<file path="src/sv/ste_pkg.sv">
`default_nettype none
package ste_pkg;

  localparam int unsigned CharW      = 7;
  localparam int unsigned SymW       = 6;
  localparam int unsigned MaxChars   = 4;
  localparam int unsigned QueueDepth = 2;

  localparam logic [CharW-1:0] OPEN_CHAR  = 7'h23;
  localparam logic [CharW-1:0] CLOSE_CHAR = 7'h21;
  localparam logic [CharW-1:0] SYM_OFFSET = 7'h3C;

  // One classified byte: the characters it produces, the index of the final
  // character, and whether that final character closes the message.
  typedef struct packed {
    logic [MaxChars-1:0][CharW-1:0] chars;
    logic [$clog2(MaxChars)-1:0]    last_idx;
    logic                           closes;
  } ste_entry_t;

endpackage
`default_nettype wire

</file>
<file path="src/sv/ste_in_if.sv">
`default_nettype none
interface ste_in_if;
  logic       valid;
  logic       ready;
  logic [7:0] data_byte;
  logic       end_of_message;

  modport source (output valid, output data_byte, output end_of_message, input ready);
  modport sink (input valid, input data_byte, input end_of_message, output ready);
endinterface
`default_nettype wire

</file>
<file path="src/sv/ste_out_if.sv">
`default_nettype none
interface ste_out_if;
  logic       valid;
  logic       ready;
  logic [6:0] out_char;
  logic       frame_end;

  modport source (output valid, output out_char, output frame_end, input ready);
  modport sink (input valid, input out_char, input frame_end, output ready);
endinterface
`default_nettype wire

</file>
<file path="src/sv/ste_front.sv">
`default_nettype none
module ste_front
  import ste_pkg::*;
(
  input  wire logic   clk_i,
  input  wire logic   rst_ni,
  ste_in_if.sink      in_i,
  input  wire logic   full_i,
  output logic        push_o,
  output ste_entry_t  entry_o
);

  logic [1:0]      phase_q, phase_d;
  logic [SymW-1:0] leftover_q, leftover_d;
  logic            in_msg_q, in_msg_d;

  logic [SymW-1:0] made;
  logic [SymW-1:0] rest;
  logic [2:0]      n;
  logic [7:0]      b;

  function automatic logic [CharW-1:0] to_char(input logic [SymW-1:0] s);
    return {1'b0, s} + SYM_OFFSET;
  endfunction

  assign in_i.ready = !full_i;
  assign push_o     = in_i.valid && !full_i;
  assign b          = in_i.data_byte;

  always_comb begin
    // The phase counts pending bits in pairs; an out-of-range phase acts as two pairs.
    case (phase_q)
      2'd0: begin
        made = b[7:2];
        rest = {b[1:0], 4'b0000};
      end
      2'd1: begin
        made = leftover_q | {2'b00, b[7:4]};
        rest = {b[3:0], 2'b00};
      end
      default: begin
        made = leftover_q | {4'b0000, b[7:6]};
        rest = b[5:0];
      end
    endcase

    entry_o.chars = '0;
    n             = 3'd0;
    in_msg_d      = 1'b1;

    if (!in_msg_q) begin
      entry_o.chars[0] = OPEN_CHAR;
      n                = 3'd1;
    end
    entry_o.chars[n[1:0]] = to_char(made);
    n = n + 3'd1;

    if (phase_q == 2'd2 || phase_q == 2'd3) begin
      entry_o.chars[n[1:0]] = to_char(rest);
      n          = n + 3'd1;
      phase_d    = 2'd0;
      leftover_d = '0;
    end else begin
      phase_d    = phase_q + 2'd1;
      leftover_d = rest;
    end

    entry_o.closes = in_i.end_of_message;
    if (in_i.end_of_message) begin
      if (phase_d != 2'd0) begin
        entry_o.chars[n[1:0]] = to_char(leftover_d);
        n = n + 3'd1;
      end
      entry_o.chars[n[1:0]] = CLOSE_CHAR;
      n          = n + 3'd1;
      phase_d    = 2'd0;
      leftover_d = '0;
      in_msg_d   = 1'b0;
    end

    entry_o.last_idx = 2'(n - 3'd1);
  end

  always_ff @(posedge clk_i or negedge rst_ni) begin
    if (!rst_ni) begin
      phase_q    <= 2'd0;
      leftover_q <= '0;
      in_msg_q   <= 1'b0;
    end else if (push_o) begin
      phase_q    <= phase_d;
      leftover_q <= leftover_d;
      in_msg_q   <= in_msg_d;
    end
  end

endmodule
`default_nettype wire

</file>
<file path="src/sv/ste_fifo.sv">
`default_nettype none
module ste_fifo
  import ste_pkg::*;
(
  input  wire logic        clk_i,
  input  wire logic        rst_ni,
  input  wire logic        push_i,
  input  wire ste_entry_t  entry_i,
  output logic             full_o,
  input  wire logic        pop_i,
  output ste_entry_t       entry_o,
  output logic             empty_o
);

  localparam int unsigned PtrW = $clog2(QueueDepth);
  localparam int unsigned CntW = $clog2(QueueDepth + 1);

  ste_entry_t      mem_q [QueueDepth];
  logic [PtrW-1:0] wptr_q, rptr_q;
  logic [CntW-1:0] count_q;

  assign full_o  = (count_q == CntW'(QueueDepth));
  assign empty_o = (count_q == '0);
  assign entry_o = mem_q[rptr_q];

  always_ff @(posedge clk_i) begin
    if (push_i) begin
      mem_q[wptr_q] <= entry_i;
    end
  end

  always_ff @(posedge clk_i or negedge rst_ni) begin
    if (!rst_ni) begin
      wptr_q  <= '0;
      rptr_q  <= '0;
      count_q <= '0;
    end else begin
      if (push_i) begin
        wptr_q <= (wptr_q == PtrW'(QueueDepth - 1)) ? '0 : wptr_q + PtrW'(1);
      end
      if (pop_i) begin
        rptr_q <= (rptr_q == PtrW'(QueueDepth - 1)) ? '0 : rptr_q + PtrW'(1);
      end
      if (push_i && !pop_i) begin
        count_q <= count_q + CntW'(1);
      end else if (pop_i && !push_i) begin
        count_q <= count_q - CntW'(1);
      end
    end
  end

endmodule
`default_nettype wire

</file>
<file path="src/sv/ste_back.sv">
`default_nettype none
module ste_back
  import ste_pkg::*;
(
  input  wire logic        clk_i,
  input  wire logic        rst_ni,
  input  wire ste_entry_t  entry_i,
  input  wire logic        empty_i,
  output logic             pop_o,
  ste_out_if.source        out_o
);

  localparam int unsigned IdxW = $clog2(MaxChars);

  logic [IdxW-1:0]             idx_q;
  logic                        valid_q;
  logic [CharW-1:0]            char_q;
  logic                        frame_end_q;
  logic                        load;
  logic                        take;
  logic                        at_last;

  assign load    = !valid_q || out_o.ready;
  assign take    = load && !empty_i;
  assign at_last = (idx_q == entry_i.last_idx);
  assign pop_o   = take && at_last;

  assign out_o.valid     = valid_q;
  assign out_o.out_char  = char_q;
  assign out_o.frame_end = frame_end_q;

  always_ff @(posedge clk_i or negedge rst_ni) begin
    if (!rst_ni) begin
      valid_q <= 1'b0;
      idx_q   <= '0;
    end else begin
      if (load) begin
        valid_q <= !empty_i;
      end
      if (take) begin
        idx_q <= at_last ? '0 : idx_q + IdxW'(1);
      end
    end
  end

  always_ff @(posedge clk_i) begin
    if (take) begin
      char_q      <= entry_i.chars[idx_q];
      frame_end_q <= entry_i.closes && at_last;
    end
  end

endmodule
`default_nettype wire

</file>
<file path="src/sv/sixbit_text_encoder_top.sv">
// Six-bit printable text encoder.
// in_i carries one message byte per item with an end_of_message flag on the
// final byte. out_o carries one character per item: '#' before the first
// symbol of a message, then each 6-bit symbol plus 0x3C, most significant
// bits first, and after the final byte the flushed partial symbol, if any,
// and a closing '!' marked by frame_end.
// The front stage classifies a byte in the cycle it is accepted and writes
// its one to four characters into a two-entry queue; the back stage sends
// one character per cycle from an output register while out_o is ready.
// A byte's first character is written to the queue, then to that register.
// Throughput is set by the single output register: one character per cycle
// while the receiver is ready; a byte yields one to four characters, about 1.33
// over a long message. in_i stays ready while the queue has a free entry.
// When the receiver stalls, the output holds and the queue fills; after two
// bytes are waiting, in_i drops ready until an entry drains.
// Reset empties the queue and the output register and closes any open
// message, so the next byte starts a new one with '#'.
`default_nettype none
module sixbit_text_encoder_top
  import ste_pkg::*;
(
  input  wire logic  clk_i,
  input  wire logic  rst_ni,
  ste_in_if.sink     in_i,
  ste_out_if.source  out_o
);

  ste_entry_t front_entry;
  ste_entry_t head_entry;
  logic       push;
  logic       full;
  logic       pop;
  logic       empty;

  ste_front u_front (
    .clk_i   (clk_i),
    .rst_ni  (rst_ni),
    .in_i    (in_i),
    .full_i  (full),
    .push_o  (push),
    .entry_o (front_entry)
  );

  ste_fifo u_fifo (
    .clk_i   (clk_i),
    .rst_ni  (rst_ni),
    .push_i  (push),
    .entry_i (front_entry),
    .full_o  (full),
    .pop_i   (pop),
    .entry_o (head_entry),
    .empty_o (empty)
  );

  ste_back u_back (
    .clk_i   (clk_i),
    .rst_ni  (rst_ni),
    .entry_i (head_entry),
    .empty_i (empty),
    .pop_o   (pop),
    .out_o   (out_o)
  );

endmodule
`default_nettype wire

</file>
<file path="src/flat_wrapper.sv">
// flat-port wrapper written by rule: the top's interface ports become plain ports
module sixbit_text_encoder_top_flat import ste_pkg::*;
  (clk_i, rst_ni, in_i_valid, in_i_data_byte, in_i_end_of_message, in_i_ready, out_o_valid, out_o_out_char, out_o_frame_end, out_o_ready);
  ste_in_if in_i_i ();
  ste_out_if out_o_i ();
  input  wire logic clk_i;
  input  wire logic rst_ni;
  input wire logic [$bits(in_i_i.valid)-1:0] in_i_valid;
  input wire logic [$bits(in_i_i.data_byte)-1:0] in_i_data_byte;
  input wire logic [$bits(in_i_i.end_of_message)-1:0] in_i_end_of_message;
  output wire logic [$bits(in_i_i.ready)-1:0] in_i_ready;
  output wire logic [$bits(out_o_i.valid)-1:0] out_o_valid;
  output wire logic [$bits(out_o_i.out_char)-1:0] out_o_out_char;
  output wire logic [$bits(out_o_i.frame_end)-1:0] out_o_frame_end;
  input wire logic [$bits(out_o_i.ready)-1:0] out_o_ready;
  assign in_i_i.valid = in_i_valid;
  assign in_i_i.data_byte = in_i_data_byte;
  assign in_i_i.end_of_message = in_i_end_of_message;
  assign in_i_ready = in_i_i.ready;
  assign out_o_valid = out_o_i.valid;
  assign out_o_out_char = out_o_i.out_char;
  assign out_o_frame_end = out_o_i.frame_end;
  assign out_o_i.ready = out_o_ready;
  sixbit_text_encoder_top u_core (.clk_i(clk_i), .rst_ni(rst_ni), .in_i(in_i_i), .out_o(out_o_i));
endmodule
</file>
<file path="config.mk">
export PLATFORM = sky130hd
export DESIGN_NAME = sixbit_text_encoder_top_flat
export DESIGN_NICKNAME = d
export VERILOG_FILES = /design/src/sv/ste_pkg.sv /design/src/sv/ste_in_if.sv /design/src/sv/ste_out_if.sv /design/src/sv/ste_front.sv /design/src/sv/ste_fifo.sv /design/src/sv/ste_back.sv /design/src/sv/sixbit_text_encoder_top.sv /design/src/flat_wrapper.sv
export SDC_FILE = /design/constraint.sdc
export NUM_CORES = 1
export LEC_CHECK = 0
export ABC_AREA = 1
export BUFFER_PORTS_ARGS = -buffer_cell sky130_fd_sc_hd__buf_4
export CORE_MARGIN = 1.5
export CORE_UTILIZATION = 49
export CTS_BUF_LIST = sky130_fd_sc_hd__clkbuf_4 sky130_fd_sc_hd__clkbuf_8
export CTS_CLUSTER_SIZE = 30
export DETAILED_ROUTE_END_ITERATION = 6
export GPL_TIMING_DRIVEN = 0
export PLACE_DENSITY = 0.72
export RECOVER_POWER = 50
export SYNTH_ARGS = -nofsm -noshare
export SYNTH_HDL_FRONTEND = slang
export SYNTH_SLANG_ARGS = --single-unit
</file>
<file path="constraint.sdc">
create_clock -name clk_i -period 3.05 [get_ports clk_i]
set_clock_uncertainty 0.1 [all_clocks]
set_input_delay 0.4575 -clock clk_i [delete_from_list [all_inputs] [get_ports clk_i]]
set_output_delay 0.4575 -clock clk_i [all_outputs]
set_load 0.01 [all_outputs]
</file>
==> summary.md <==
| Metric | Value |
|---|---|
| Switching pwr | `2.53 mW` |
| Design Area, Final | `4860 um2` |
| Result of the run | `complete, but fails checks` |
| CTS Buf Count | `9` |
| GR Overflow Total | `0` |
| CTS tree | `yes` |
| Maximum VDD drop | `565 uV` |
| Reg2reg end | `u_core.u_fifo.count_q[1]` |
| Number of global-route vias before repair | `3204` |
| Clock Latency Late Sink | `350 ps` |
| Critical path destination | `u_core.u_fifo.count_q[1]` |
| Global-route usage over all layers | `21.7%` |
| Final WS setup | `320 ps` |
| YS warnings | `0` |
| Detailed Routing Iterations Pass 1 | `5` |
| Switching share of power | `44.0%` |
| Maximum root-to-sink buffer count | `2` |
| Violated checks | `capacitance limit, slew limit` |
| Row cnt | `34` |
| Die Wd | `97.6 um` |
| RR Startpoint | `u_core.u_back.out_o.valid` |
| Fin. Hold Viols | `0` |
| Reg2reg setup slack | `320 ps` |
| Distinct cells, synth | `41` |
| Clk root buf | `clkbuf_8` |
| Leakage power | `2.00 nW` |
| Leading cell types in the layout, fill and taps excluded | `75 x nor2_1, 70 x edfxtp_1, 69 x nand2_1, 44 x inv_1, 41 x o21ai_0` |
| Fmax | `366 MHz` |
| Clock H-tree levels | `3` |
| Sequential fraction of design power | `37.1%` |
| Final setup viols | `0` |
| DRC Markers | `0` |
| Tcrit/Tclk final | `89.5%` |
| Final min period | `2730 ps` |
| CP Capture Type | `flop` |
| ANT cells | `0` |
| WHS | `181 ps` |
| Startpoint types | `flop` |
| P&R area growth vs syn | `10.8%` |
| CP startpoint | `u_core.u_back.out_o.valid` |
| Reg clk slew, reported paths | `90 ps` |
| Largest net degree at the start of global routing | `33` |
| Unrepaired setup endpoints after global routing | `no` |
| Cells on worst reg2reg path | `8` |
| Max-cap violations | `2` |
| Num ports | `23` |
| Most common cell after layout, fill and taps aside | `nor2_1` |
| Clk network pwr share | `13.8%` |
| Final design utilization | `56.0%` |
| Die height | `97.6 um` |
| Initial antenna violation count | `0` |
| Average wire per standard cell | `16.0 um` |
| Port Buf Inserts | `22` |
| Pins over their slew limit | `65` |
| Vias | `3268` |
| Setup TNS | `0 ps` |
| Post-synth design cell area | `4390 um2` |
| Die area | `9530 um2` |
| Core box area | `8680 um2` |
| Placed cell area | `4700 um2` |
| Pwr dens | `1180 nW/um2` |
| Path type of the worst setup path | `flop to flop` |
| Sequential area share after synthesis | `57.1%` |
| Crit path DAT | `2850 ps` |
| GP Congestion | `0.920` |
| Vias per inst | `5.39` |
| Final nets | `518` |
| Logic gate share of total power | `49.2%` |
| Fraction of layout cells with a size suffix above 1 | `13.1%` |
| Hold WC Path Type | `primary input to flop` |
| Starting Density | `50.5%` |
| Max Fanout on Critical Path | `11` |
| Cells after Synth | `458` |
| Slew margin rel. | `-11.8%` |
| DP Wirelength | `7.07 mm` |
| CP required | `3170 ps` |
| First-pass GRT wire length | `16.1 mm` |
| Yosys reg bits | `86` |
| Post-place setup slack | `217 ps` |
| Clk sinks | `86` |
| DRT antenna net count | `0` |
| Worst slew pin tran | `1680 ps` |
| P_int | `3.22 mW` |
| Syn_area_per_cell | `9.58 um2` |
| Iter 0 DRT Violations | `247` |
| Total Routed Length | `9.71 mm` |
[critical path: stages (launching register included)]
cell and delay (ps):
dfrtp_1 400, inv_1 70, nor2_1 40, a21oi_1 850
nand3_1 350, ha_1 410, a21oi_1 110, o21ai_0 110
xor2_1 150
[cell usage after synthesis]
| library cell | instances | area (um2) |
|---|---|---|
| inv_2 | 7 | 26.3 |
| clkinv_1 | 2 | 7.51 |
| nand3_1 | 18 | 90.1 |
| ha_1 | 11 | 138 |
| dfrtp_1 | 16 | 400 |
| o21ai_2 | 2 | 17.5 |
| clkbuf_1 | 11 | 41.3 |
| nand2_2 | 7 | 43.8 |
| inv_1 | 44 | 165 |
| o31ai_1 | 1 | 7.51 |
| buf_2 | 4 | 20.0 |
| nand2_4 | 4 | 45.0 |
| xor2_1 | 7 | 61.3 |
| a22oi_1 | 1 | 7.51 |
| o21ai_0 | 41 | 205 |
| nand4_1 | 3 | 18.8 |
| o22ai_2 | 1 | 12.5 |
| conb_1 | 1 | 3.75 |
| edfxtp_1 | 70 | 2100 |
| nor3_1 | 2 | 10.0 |
| buf_6 | 1 | 11.3 |
| o221ai_1 | 1 | 8.76 |
| or2_2 | 1 | 6.26 |
| nor4_1 | 1 | 6.26 |
| nand3_4 | 1 | 17.5 |
| o21ai_1 | 7 | 35.0 |
| o22ai_1 | 15 | 93.8 |
| nand2_1 | 69 | 259 |
| a31oi_1 | 7 | 43.8 |
| o211ai_1 | 2 | 15.0 |
| nand3_2 | 2 | 20.0 |
| o21ai_4 | 1 | 16.3 |
| nor2_4 | 1 | 11.3 |
| a211oi_1 | 1 | 7.51 |
| o21a_1 | 1 | 7.51 |
| xnor2_1 | 2 | 17.5 |
| fa_1 | 1 | 20.0 |
| nor2_2 | 4 | 25.0 |
| or2_1 | 1 | 6.26 |
| nor2_1 | 77 | 289 |
| a21oi_1 | 9 | 45.0 |
[registers in the layout (all words and copies together) (netlist names)]
register	cells
u_core.u_back.idx_q	2
u_core.u_back.out_o.frame_end	1
u_core.u_back.out_o.out_char	7
u_core.u_back.out_o.valid	1
u_core.u_fifo.count_q	2
u_core.u_fifo.mem_q	62
u_core.u_fifo.rptr_q	1
u_core.u_fifo.wptr_q	1
u_core.u_front.in_msg_q	1
u_core.u_front.leftover_q	6
u_core.u_front.phase_q	2
[final cells by class]
cell class	instances	area (um2)
Clock inverter	7	71.3
Timing Repair Buffer	23	130
Multi-Input combinational cell	304	1620
Inverter	53	203
Tap cell	108	135
Sequential cell	86	2500
Fill cell	776	3820
Buffer	16	72.6
Clock buffer	9	124
[per-layer routing]
metal	up-vias	share of wire [%]	global-route usage, %
li1	1612	-	-
met1	1528	44	28.4
met2	116	49	36.9
met3	12	5.7	3.88
met4	0	1.6	6.92
met5	-	0	0
[power groups by stage]
stage / Clock, mW / Combinational [mW] / Sequential, mW
floorplan: 0 / 2.00 / 2.15
global placement: 0 / 2.76 / 2.15
detailed placement: 0 / 2.85 / 2.15
CTS: 0.795 / 2.86 / 2.13
global route: 0.838 / 3.18 / 2.17
finish: 0.791 / 2.83 / 2.13
[repair_timing]
action                                  in CTS  in global routing
gates resized for setup                      0                  2
hold buffers                                 1                  0
hold endpoints to repair                    16                  0
buffers inserted                             0                  0
endpoints found under the setup margin       0                  6
[through the flow]
step | power [mW] | cells
6_report | 5.75 | 606
5_1_grt | 6.19 | 606
4_1_cts | 5.79 | 606
3_5_place_dp | 5.00 | 589
3_3_place_gp | 4.90 | 589
2_1_floorplan | 4.15 | 459
[logic make-up (layout without fill, tap and decap cells)]
group                      count (synthesis)  in the layout  share of synthesized area [%]
buffers and inverters                     69            108                           6.19
adders and majority gates                 12             12                           3.59
other                                      1              2                         0.0855
xor gates and xnor gates                   9              9                           1.80
and+or+nand+nor                          191            191                           19.3
DFF                                       86             86                           57.1
AOI/OAI and AO/OA                         90             90                           11.9
[worst min-delay path by stage]
stage	start	endpoint	slack (ps)	cells after the start
global route	out_o_ready	u_core.u_back.out_o.valid	190	2
CTS	out_o_ready	u_core.u_back.out_o.valid	170	2
floorplan	rst_ni	u_core.u_back.idx_q[0]	60	0
detailed placement	rst_ni	u_core.u_front.leftover_q[0]	230	1
global placement	rst_ni	u_core.u_front.leftover_q[1]	230	1
finish	out_o_ready	u_core.u_back.out_o.valid	180	2
No activity file was read; power rests on OpenSTA's default activity.
